[config.mk]
export PLATFORM = sky130hd
export DESIGN_NAME = wildcard_byte_signature_scan_unit
export DESIGN_NICKNAME = d
export VERILOG_FILES = /design/src/wbss_pkg.sv /design/src/wbss_cell.sv /design/src/wbss_out_stage.sv /design/src/wildcard_byte_signature_scan_unit.sv
export VERILOG_INCLUDE_DIRS = /design/src /design/src/src
export SDC_FILE = /design/constraint.sdc
export NUM_CORES = 2
export LEC_CHECK = 0
export ABC_AREA = 1
export ABC_CLOCK_PERIOD_IN_PS = 19600
export BUFFER_PORTS_ARGS = -buffer_cell sky130_fd_sc_hd__buf_4
export CORE_MARGIN = 4
export CORE_UTILIZATION = 45
export CTS_CLUSTER_DIAMETER = 100
export CTS_CLUSTER_SIZE = 20
export DETAILED_ROUTE_END_ITERATION = 7
export GPL_ROUTABILITY_DRIVEN = 0
export PLACE_DENSITY = 0.59
export SYNTH_ARGS = -nofsm -noshare
export SYNTH_HDL_FRONTEND = slang
export SYNTH_HIERARCHICAL = 1
export SYNTH_SLANG_ARGS = --single-unit
[constraint.sdc]
create_clock -name clk_i -period 19.6 [get_ports clk_i]
set_input_delay 1.96 -clock clk_i [delete_from_list [all_inputs] [get_ports clk_i]]
set_output_delay 1.96 -clock clk_i [all_outputs]
set_load 0.1 [all_outputs]
[src/wildcard_byte_signature_scan_unit_defines.svh]
// Assertion macros used by the top level of the signature scan RTL.
// No dependencies; include it inside a module that has clk_i and rst_ni.
`ifndef WILDCARD_BYTE_SIGNATURE_SCAN_UNIT_DEFINES_SVH
`define WILDCARD_BYTE_SIGNATURE_SCAN_UNIT_DEFINES_SVH

// Condition implies consequence in the same cycle.
`define WBSS_ASSERT_IMPL(lbl, ante, cons) \
  lbl: assert property (@(posedge clk_i) disable iff (!rst_ni) (ante) |-> (cons)) \
    else $error("wbss assertion failed");

// Condition implies consequence in the next cycle.
`define WBSS_ASSERT_NEXT(lbl, ante, cons) \
  lbl: assert property (@(posedge clk_i) disable iff (!rst_ni) (ante) |=> (cons)) \
    else $error("wbss assertion failed");

`endif

[src/wbss_pkg.sv]
// Shared types and constants of the wildcard byte signature scanner.
// No dependencies.
`default_nettype none

package wbss_pkg;

  localparam int unsigned MaxPatternDefault = 64;
  localparam logic [7:0]  WildcardByte      = 8'h2A;
  localparam int unsigned AddrW             = 32;
  localparam int unsigned LenRegW           = 7;
  localparam int unsigned IdxW              = 6;
  localparam int unsigned CfgIdxW           = 1;

  localparam logic [CfgIdxW-1:0] CfgPatternLength = 1'b0;
  localparam logic [CfgIdxW-1:0] CfgRegionBase    = 1'b1;

  // Per-cycle control that every cell of the row sees.
  typedef struct packed {
    logic scan;    // a memory byte enters the window
    logic clear;   // the byte ends the region, window returns to zero
    logic rotate;  // pattern ring moves one place toward its alignment
  } cell_ctrl_t;

  // One result word.
  typedef struct packed {
    logic             found;
    logic [AddrW-1:0] addr;
  } result_t;

endpackage

`default_nettype wire

[src/wbss_cell.sv]
// One cell of the scan row: a window byte, an aligned pattern byte and the compare.
// Depends on wbss_pkg.
`default_nettype none

module wbss_cell (
  input  wire logic              clk_i,
  input  wire logic              rst_ni,
  input  wire wbss_pkg::cell_ctrl_t ctrl_i,
  input  wire logic              load_hit_i,
  input  wire logic [7:0]        data_i,
  input  wire logic [7:0]        win_prev_i,
  input  wire logic [7:0]        pat_next_i,
  input  wire logic              in_use_i,
  output logic [7:0]             win_o,
  output logic [7:0]             pat_o,
  output logic                   hit_o
);

  logic [7:0] win_q, win_d;
  logic [7:0] pat_q, pat_d;

  // The compare sees the window after this cycle's shift.
  assign hit_o = !in_use_i || (pat_q == wbss_pkg::WildcardByte) || (pat_q == win_prev_i);

  always_comb begin
    win_d = win_q;
    if (ctrl_i.scan) begin
      win_d = ctrl_i.clear ? 8'h00 : win_prev_i;
    end
  end

  always_comb begin
    pat_d = pat_q;
    if (ctrl_i.rotate) begin
      pat_d = pat_next_i;
    end else if (load_hit_i) begin
      pat_d = data_i;
    end
  end

  always_ff @(posedge clk_i or negedge rst_ni) begin
    if (!rst_ni) begin
      win_q <= 8'h00;
    end else begin
      win_q <= win_d;
    end
  end

  always_ff @(posedge clk_i) begin
    pat_q <= pat_d;
  end

  assign win_o = win_q;
  assign pat_o = pat_q;

endmodule

`default_nettype wire

[src/wbss_out_stage.sv]
// Output register of the scanner; holds one result word until it is taken.
// Depends on wbss_pkg.
`default_nettype none

module wbss_out_stage (
  input  wire logic                       clk_i,
  input  wire logic                       rst_ni,
  input  wire logic                       load_i,
  input  wire wbss_pkg::result_t          res_i,
  input  wire logic                       stall_i,
  output logic                            valid_o,
  output wbss_pkg::result_t               res_o,
  output logic                            busy_o
);

  logic              valid_q, valid_d;
  wbss_pkg::result_t res_q, res_d;

  assign busy_o = valid_q && stall_i;

  always_comb begin
    valid_d = valid_q;
    res_d   = res_q;
    if (load_i) begin
      valid_d = 1'b1;
      res_d   = res_i;
    end else if (!stall_i) begin
      valid_d = 1'b0;
    end
  end

  always_ff @(posedge clk_i or negedge rst_ni) begin
    if (!rst_ni) begin
      valid_q <= 1'b0;
    end else begin
      valid_q <= valid_d;
    end
  end

  always_ff @(posedge clk_i) begin
    res_q <= res_d;
  end

  assign valid_o = valid_q;
  assign res_o   = res_q;

endmodule

`default_nettype wire

[src/wildcard_byte_signature_scan_unit.sv]
// Top level of the wildcard byte signature scanner.
// Depends on wbss_pkg, wbss_cell, wbss_out_stage and the defines header.
//
// Usage. The input channel carries one word per item: a load word (operation 0)
// writes one signature byte, a scan word (operation 1) shifts one memory byte
// into the window. The output channel returns at most one word per region: found
// with the match address on the first match, or found 0 when the region's last
// byte passes without one. The configuration channel writes the pattern length
// (index 0) and the region base (index 1); it is always ready.
// A result word is registered and appears on the output in the cycle after the
// scan word that caused it. Throughput: one word per cycle while in_stall_o is
// low, set by the row of compare cells that checks every window position in parallel.
// After a change of the pattern length the pattern ring rotates one place per
// cycle into its new alignment, and input stall is held high until it is aligned.
// Reset clears the window, the byte count and the match flag, sets the length to
// 1 and the base to 0; signature bytes are undefined until loaded.
// When the receiver stalls, the result word waits in the output register and a
// new input word is taken only once that register is free or being emptied.
`default_nettype none

module wildcard_byte_signature_scan_unit #(
  parameter int unsigned MAX_PATTERN = wbss_pkg::MaxPatternDefault
) (
  input  wire logic                          clk_i,
  input  wire logic                          rst_ni,
  // Input channel
  input  wire logic                          in_valid_i,
  output logic                               in_stall_o,
  input  wire logic                          operation_i,
  input  wire logic [wbss_pkg::IdxW-1:0]     pattern_index_i,
  input  wire logic [7:0]                    data_byte_i,
  input  wire logic                          last_byte_i,
  // Output channel
  output logic                               out_valid_o,
  input  wire logic                          out_stall_i,
  output logic                               found_o,
  output logic [wbss_pkg::AddrW-1:0]         match_address_o,
  // Configuration channel
  input  wire logic                          cfg_valid_i,
  output logic                               cfg_ready_o,
  input  wire logic [wbss_pkg::CfgIdxW-1:0]  cfg_index_i,
  input  wire logic [wbss_pkg::AddrW-1:0]    cfg_data_i
);

  `include "wildcard_byte_signature_scan_unit_defines.svh"

  localparam int unsigned N  = MAX_PATTERN;
  localparam int unsigned LW = $clog2(N + 1);
  localparam int unsigned PW = (N > 1) ? $clog2(N) : 1;
  localparam int unsigned CW = LW + 8;  // room for the index and length arithmetic

  // Configuration registers.
  logic [wbss_pkg::LenRegW-1:0] len_q, len_d;
  logic [wbss_pkg::AddrW-1:0]   base_q, base_d;

  assign cfg_ready_o = 1'b1;

  always_comb begin
    len_d  = len_q;
    base_d = base_q;
    if (cfg_valid_i) begin
      case (cfg_index_i)
        wbss_pkg::CfgPatternLength: len_d  = cfg_data_i[wbss_pkg::LenRegW-1:0];
        wbss_pkg::CfgRegionBase:    base_d = cfg_data_i;
        default: ;
      endcase
    end
  end

  // Length in use: zero acts as one, anything above the row length is clamped.
  logic [CW-1:0] len_ext, ulen_ext;
  logic [LW-1:0] ulen;

  assign len_ext = CW'(len_q);

  always_comb begin
    if (len_ext == '0) begin
      ulen_ext = CW'(1);
    end else if (len_ext > CW'(N)) begin
      ulen_ext = CW'(N);
    end else begin
      ulen_ext = len_ext;
    end
  end

  assign ulen = ulen_ext[LW-1:0];

  // The pattern lives in a ring of cells. With rotation offset s, cell q holds
  // signature byte N-1-((q+s) mod N). The ring is aligned when s equals N-len, so
  // that cell q holds the signature byte compared against the byte of age q.
  logic [PW-1:0] rot_q, rot_d;
  logic [CW-1:0] rot_tgt_ext;
  logic          rotate;

  assign rot_tgt_ext = CW'(N) - ulen_ext;
  assign rotate      = (rot_q != rot_tgt_ext[PW-1:0]);

  always_comb begin
    rot_d = rot_q;
    if (rotate) begin
      rot_d = (rot_q == PW'(N - 1)) ? '0 : rot_q + PW'(1);
    end
  end

  // Handshake.
  logic out_busy;
  logic in_acc, scan, load;

  assign in_stall_o = rotate || out_busy;
  assign in_acc     = in_valid_i && !in_stall_o;
  assign scan       = in_acc && operation_i;
  assign load       = in_acc && !operation_i && (CW'(pattern_index_i) < CW'(N));

  // Ring position that receives a loaded signature byte.
  logic [CW-1:0] ld_t, ld_s, ld_pos;

  assign ld_t = CW'(N - 1) - CW'(pattern_index_i);
  assign ld_s = CW'(rot_q);

  always_comb begin
    if (ld_t >= ld_s) begin
      ld_pos = ld_t - ld_s;
    end else begin
      ld_pos = ld_t + CW'(N) - ld_s;
    end
  end

  // Row of cells.
  wbss_pkg::cell_ctrl_t ctrl;
  logic [7:0]           win  [N];
  logic [7:0]           pat  [N];
  logic [N-1:0]         hit;

  assign ctrl.scan   = scan;
  assign ctrl.clear  = last_byte_i;
  assign ctrl.rotate = rotate;

  for (genvar q = 0; q < N; q++) begin : g_cell
    logic [7:0] win_prev;
    logic       load_hit;
    logic       in_use;

    if (q == 0) begin : g_head
      assign win_prev = data_byte_i;
    end else begin : g_body
      assign win_prev = win[q-1];
    end

    assign load_hit = load && (ld_pos[PW-1:0] == PW'(q));
    assign in_use   = (LW'(q) < ulen);

    wbss_cell u_cell (
      .clk_i      (clk_i),
      .rst_ni     (rst_ni),
      .ctrl_i     (ctrl),
      .load_hit_i (load_hit),
      .data_i     (data_byte_i),
      .win_prev_i (win_prev),
      .pat_next_i (pat[(q + 1) % N]),
      .in_use_i   (in_use),
      .win_o      (win[q]),
      .pat_o      (pat[q]),
      .hit_o      (hit[q])
    );
  end

  // Region bookkeeping.
  logic [wbss_pkg::AddrW-1:0] seen_q, seen_d, seen_inc;
  logic                       done_q, done_d;
  logic                       match;
  logic                       res_valid;
  wbss_pkg::result_t          res;

  assign seen_inc  = (&seen_q) ? seen_q : seen_q + wbss_pkg::AddrW'(1);
  assign match     = scan && !done_q && (seen_inc >= wbss_pkg::AddrW'(ulen)) && (&hit);
  assign res_valid = scan && !done_q && (match || last_byte_i);

  assign res.found = match;
  assign res.addr  = match ? (base_q + seen_inc - wbss_pkg::AddrW'(ulen))
                           : '0;

  always_comb begin
    seen_d = seen_q;
    done_d = done_q;
    if (scan) begin
      if (last_byte_i) begin
        seen_d = '0;
        done_d = 1'b0;
      end else begin
        seen_d = seen_inc;
        done_d = done_q || match;
      end
    end
  end

  always_ff @(posedge clk_i or negedge rst_ni) begin
    if (!rst_ni) begin
      len_q  <= wbss_pkg::LenRegW'(1);
      base_q <= '0;
      rot_q  <= PW'(N - 1);
      seen_q <= '0;
      done_q <= 1'b0;
    end else begin
      len_q  <= len_d;
      base_q <= base_d;
      rot_q  <= rot_d;
      seen_q <= seen_d;
      done_q <= done_d;
    end
  end

  // Output register.
  wbss_pkg::result_t out_res;

  wbss_out_stage u_out (
    .clk_i   (clk_i),
    .rst_ni  (rst_ni),
    .load_i  (res_valid),
    .res_i   (res),
    .stall_i (out_stall_i),
    .valid_o (out_valid_o),
    .res_o   (out_res),
    .busy_o  (out_busy)
  );

  assign found_o         = out_res.found;
  assign match_address_o = out_res.addr;

  // No word may be taken while the pattern ring is still moving.
  `WBSS_ASSERT_IMPL(a_rotate_stalls, rotate, in_stall_o)
  // A not-found word only comes from the last byte of a region.
  `WBSS_ASSERT_IMPL(a_miss_on_last, res_valid && !res.found, scan && last_byte_i)
  // A match inside a region silences the rest of that region.
  `WBSS_ASSERT_NEXT(a_match_sets_done, match && !last_byte_i, done_q)
  // The rotation offset stays inside the ring.
  `WBSS_ASSERT_IMPL(a_rot_range, 1'b1, rot_q <= PW'(N - 1))

endmodule

`default_nettype wire

==> impl_results.md <==
- Outcome: finished, final reports clean
- Highest clock rate: 0.1470 GHz
- Final core occ: 48.52%
- DRC violation count after routing: 0
- Mapped Area: about 62000 µm²
- Met3 global-route usage: 2.635%
- Busiest grt layer: met2
- CTS root buf: clkbuf_16
- Hold Fails Final Rpt: 0
- CTS Buffer Depth: 3
- Kind of critical path: flop to flop
- Worst-path cell chain: inv_8, nand2_8, nor2_8, nand2_4, nand2_1, o21ai_2, o21ai_0, o21a_1, nand2_1, nand4_1, nor4_1, nand4_1, nor3_4, nand2_2, o31ai_4, buf_4
- Clock share of power: between 15 and 20%
- GRT met1 Usage: between 30 and 40%
- Net Switching: 0.004154 W
- RSZ-0062 raised after global routing: false
- Gr usage total: 24.85%
- M2 GR Usage: approximately 40%
- Die ar.: 144200 µm²
- Post-CTS Setup Bufs: 0
- Largest net degree at the start of global routing: 196
- Slew at the pin closest to its max-slew limit: between 1 and 1.5 ns
- Fin Clk Skew: 0.02900 ns
- HP Class: flop to flop
- Multi-input gate area: 24770 µm²
- Slew margin rel.: 8.077%
- IO Port Bufs: 88
- Drt wl/cell: 18.21 µm
- Die height: around 380 µm
- 1st-pass router iterations: 5
- Internal power: between 0.005 and 0.006 W
- Inst Count DP: between 9k and 10k
- Net Sw Frac: 41.32%
- CTS resizes: 0
- Final period util: 34.72%
- Worst EP arrival: around 7 ns
- Comb pwr share: 35.5%
- CP Capture Type: flop
- Top Family by Delay on Critical Path: simple AND/OR/NAND/NOR gates
- Post-CTS Hold Buffers: 0
- Initial antenna violation count: 1
- Share of cells above drive strength 1: under 10%
- First-pass GRT wire length: 283400 µm
- Vias per cell: 5.136
- H-tree depth reported by CTS: 3
- P&R area growth vs syn: 7.168%
- Filler cells: 13.43k
- Max VDD drop: roughly 74 µV
- Worst endpoint required time: 19.95 ns
- Final std cells w/o fill: 10.03k
- Crit path max fanout: 34
- Sequential cell area: 30960 µm²
- Antenna Nets Post-Route: 0
- Worst skew pair latency: 0.70 ns
- Seq pwr share: 49.3%
- Total congestion overflow: 0
- Vias: 51.49k
- Nets: roughly 8.3k
- CP max stage delay: 1.07 ns
- Vias in the first global route: 48.84k
- Critical path's slowest cell: o21ai_2
- CP Launch Type: flop
- Core area: 137300 µm²
- Mapped Cells: roughly 8.2k
- DIE WIDTH: 379.7 µm
- Max Transition Viols Final: 0
- Initial drt markers: 4817
- CTS tree: built
- DP HPWL: 128600 µm
- Initial Util: between 40% and 50%
- TNS Setup: 0 ns
- Rows: 136
- Clock transition at the registers of the reported paths: 0.09 ns
- Tot Pwr: 0.01005 W
- PD cells: 150.9 nW/µm²
- Synth warn: 6
- Post-Route WL: 182600 µm
- Final Critical Period: between 6 and 7 ns
- Worst Path Buf+Inv: 2
- Top Ports: 90
- Setup Viol. Count Final: 0
- Max-capacitance violation count: 0
- P_leak: between 30 and 40 nW
- Clock sink total: roughly 1.1k
- CTS Buf Count: approximately 70
- Final cell area excluding filler cells: 66630 µm²
- Placed cell area: 64590 µm²
- Mapped Avg Cell Area: 7.628 µm²
area by class of cell:
| type | instances | area share (%) |
|---|---|---|
| flip-flops and latches | 1128 | 46.47 |
| well taps | 1794 | 3.369 |
| clock buffers | 116 | 2.950 |
| repair buffers | 121 | 1.429 |
| diodes | 2 | 0.007511 |
| inverters | 1502 | 8.495 |
| multi-input cells | 5358 | 37.18 |
| clock inverters | 5 | 0.09765 |
final timing paths:
kind	startpoint	endpoint	slack [ns]	cells past startpoint
worst max-delay path	len_q[6]	u_out/res_o[26]	12.80	16
worst min-delay path	base_q[6]	base_q[6]	0.49	2
worst max register to register	len_q[6]	u_out/res_o[26]	12.80	16
worst min register to register	base_q[6]	base_q[6]	0.49	2
max in group asynchronous	rst_ni	g_cell[40].u_cell/win_o[5]	14.50	5
min in group asynchronous	rst_ni	g_cell[17].u_cell/win_o[4]	1.27	1
cell usage in the layout, fill, tap and decap left out, drive strengths merged, types with 4 or more instances in the layout:
cell type  instances
a21boi             4
a21o               4
a21oi            118
a31oi              4
buf              121
clkbuf           116
dfrtp            576
dfstp              7
edfxtp           545
fa                 7
ha                70
inv             1505
nand2           3213
nand3            389
nand4             42
nor2             493
nor3              26
nor4               4
o21a              66
o21ai            257
o21bai             5
o22ai            315
o31ai             22
or2               65
xnor2            215
xor2              29
layer usage:
metal / wire, µm / part of all wire [%]
met1: 83500 / 46
met2: 82890 / 45
met3: 10320 / 5.7
met4: 5887 / 3.2
met5: 0 / 0
power by group through the flow:
stage,combinational (W),clock [W],sequential (W)
floorplan,0.00280,0,0.00453
global placement,0.00346,0,0.00498
detailed placement,0.00354,0,0.00498
CTS,0.00356,0.00157,0.00495
global route,0.00412,0.00165,0.00510
finish,0.00357,0.00153,0.00496
sequential cells by signal (all words and copies together), names as in the netlist:
name and flops:
base_q 32, done_q 1, g_cell.u_cell/pat_o 512, g_cell.u_cell/win_o 504, len_q 7, rot_q 6
seen_q 32, u_out/res_o 33, u_out/valid_o 1
worst min-delay path: stages (launching register included):
cell	delay, ns
dfrtp_1	0.35
nand2_1	0.05
o21ai_0	0.06
per-stage QoR:
stage / worst slack (ns) / hold slack, ns
finish: 12.80 / 0.4948
global route: 12.45 / 0.5174
detailed placement: 12.86 / 0.4739
global placement: 12.81 / 0.4726
floorplan: 12.75 / 0.4530
CTS: 13.00 / 0.4966
No activity file was read; power rests on OpenSTA's default activity.
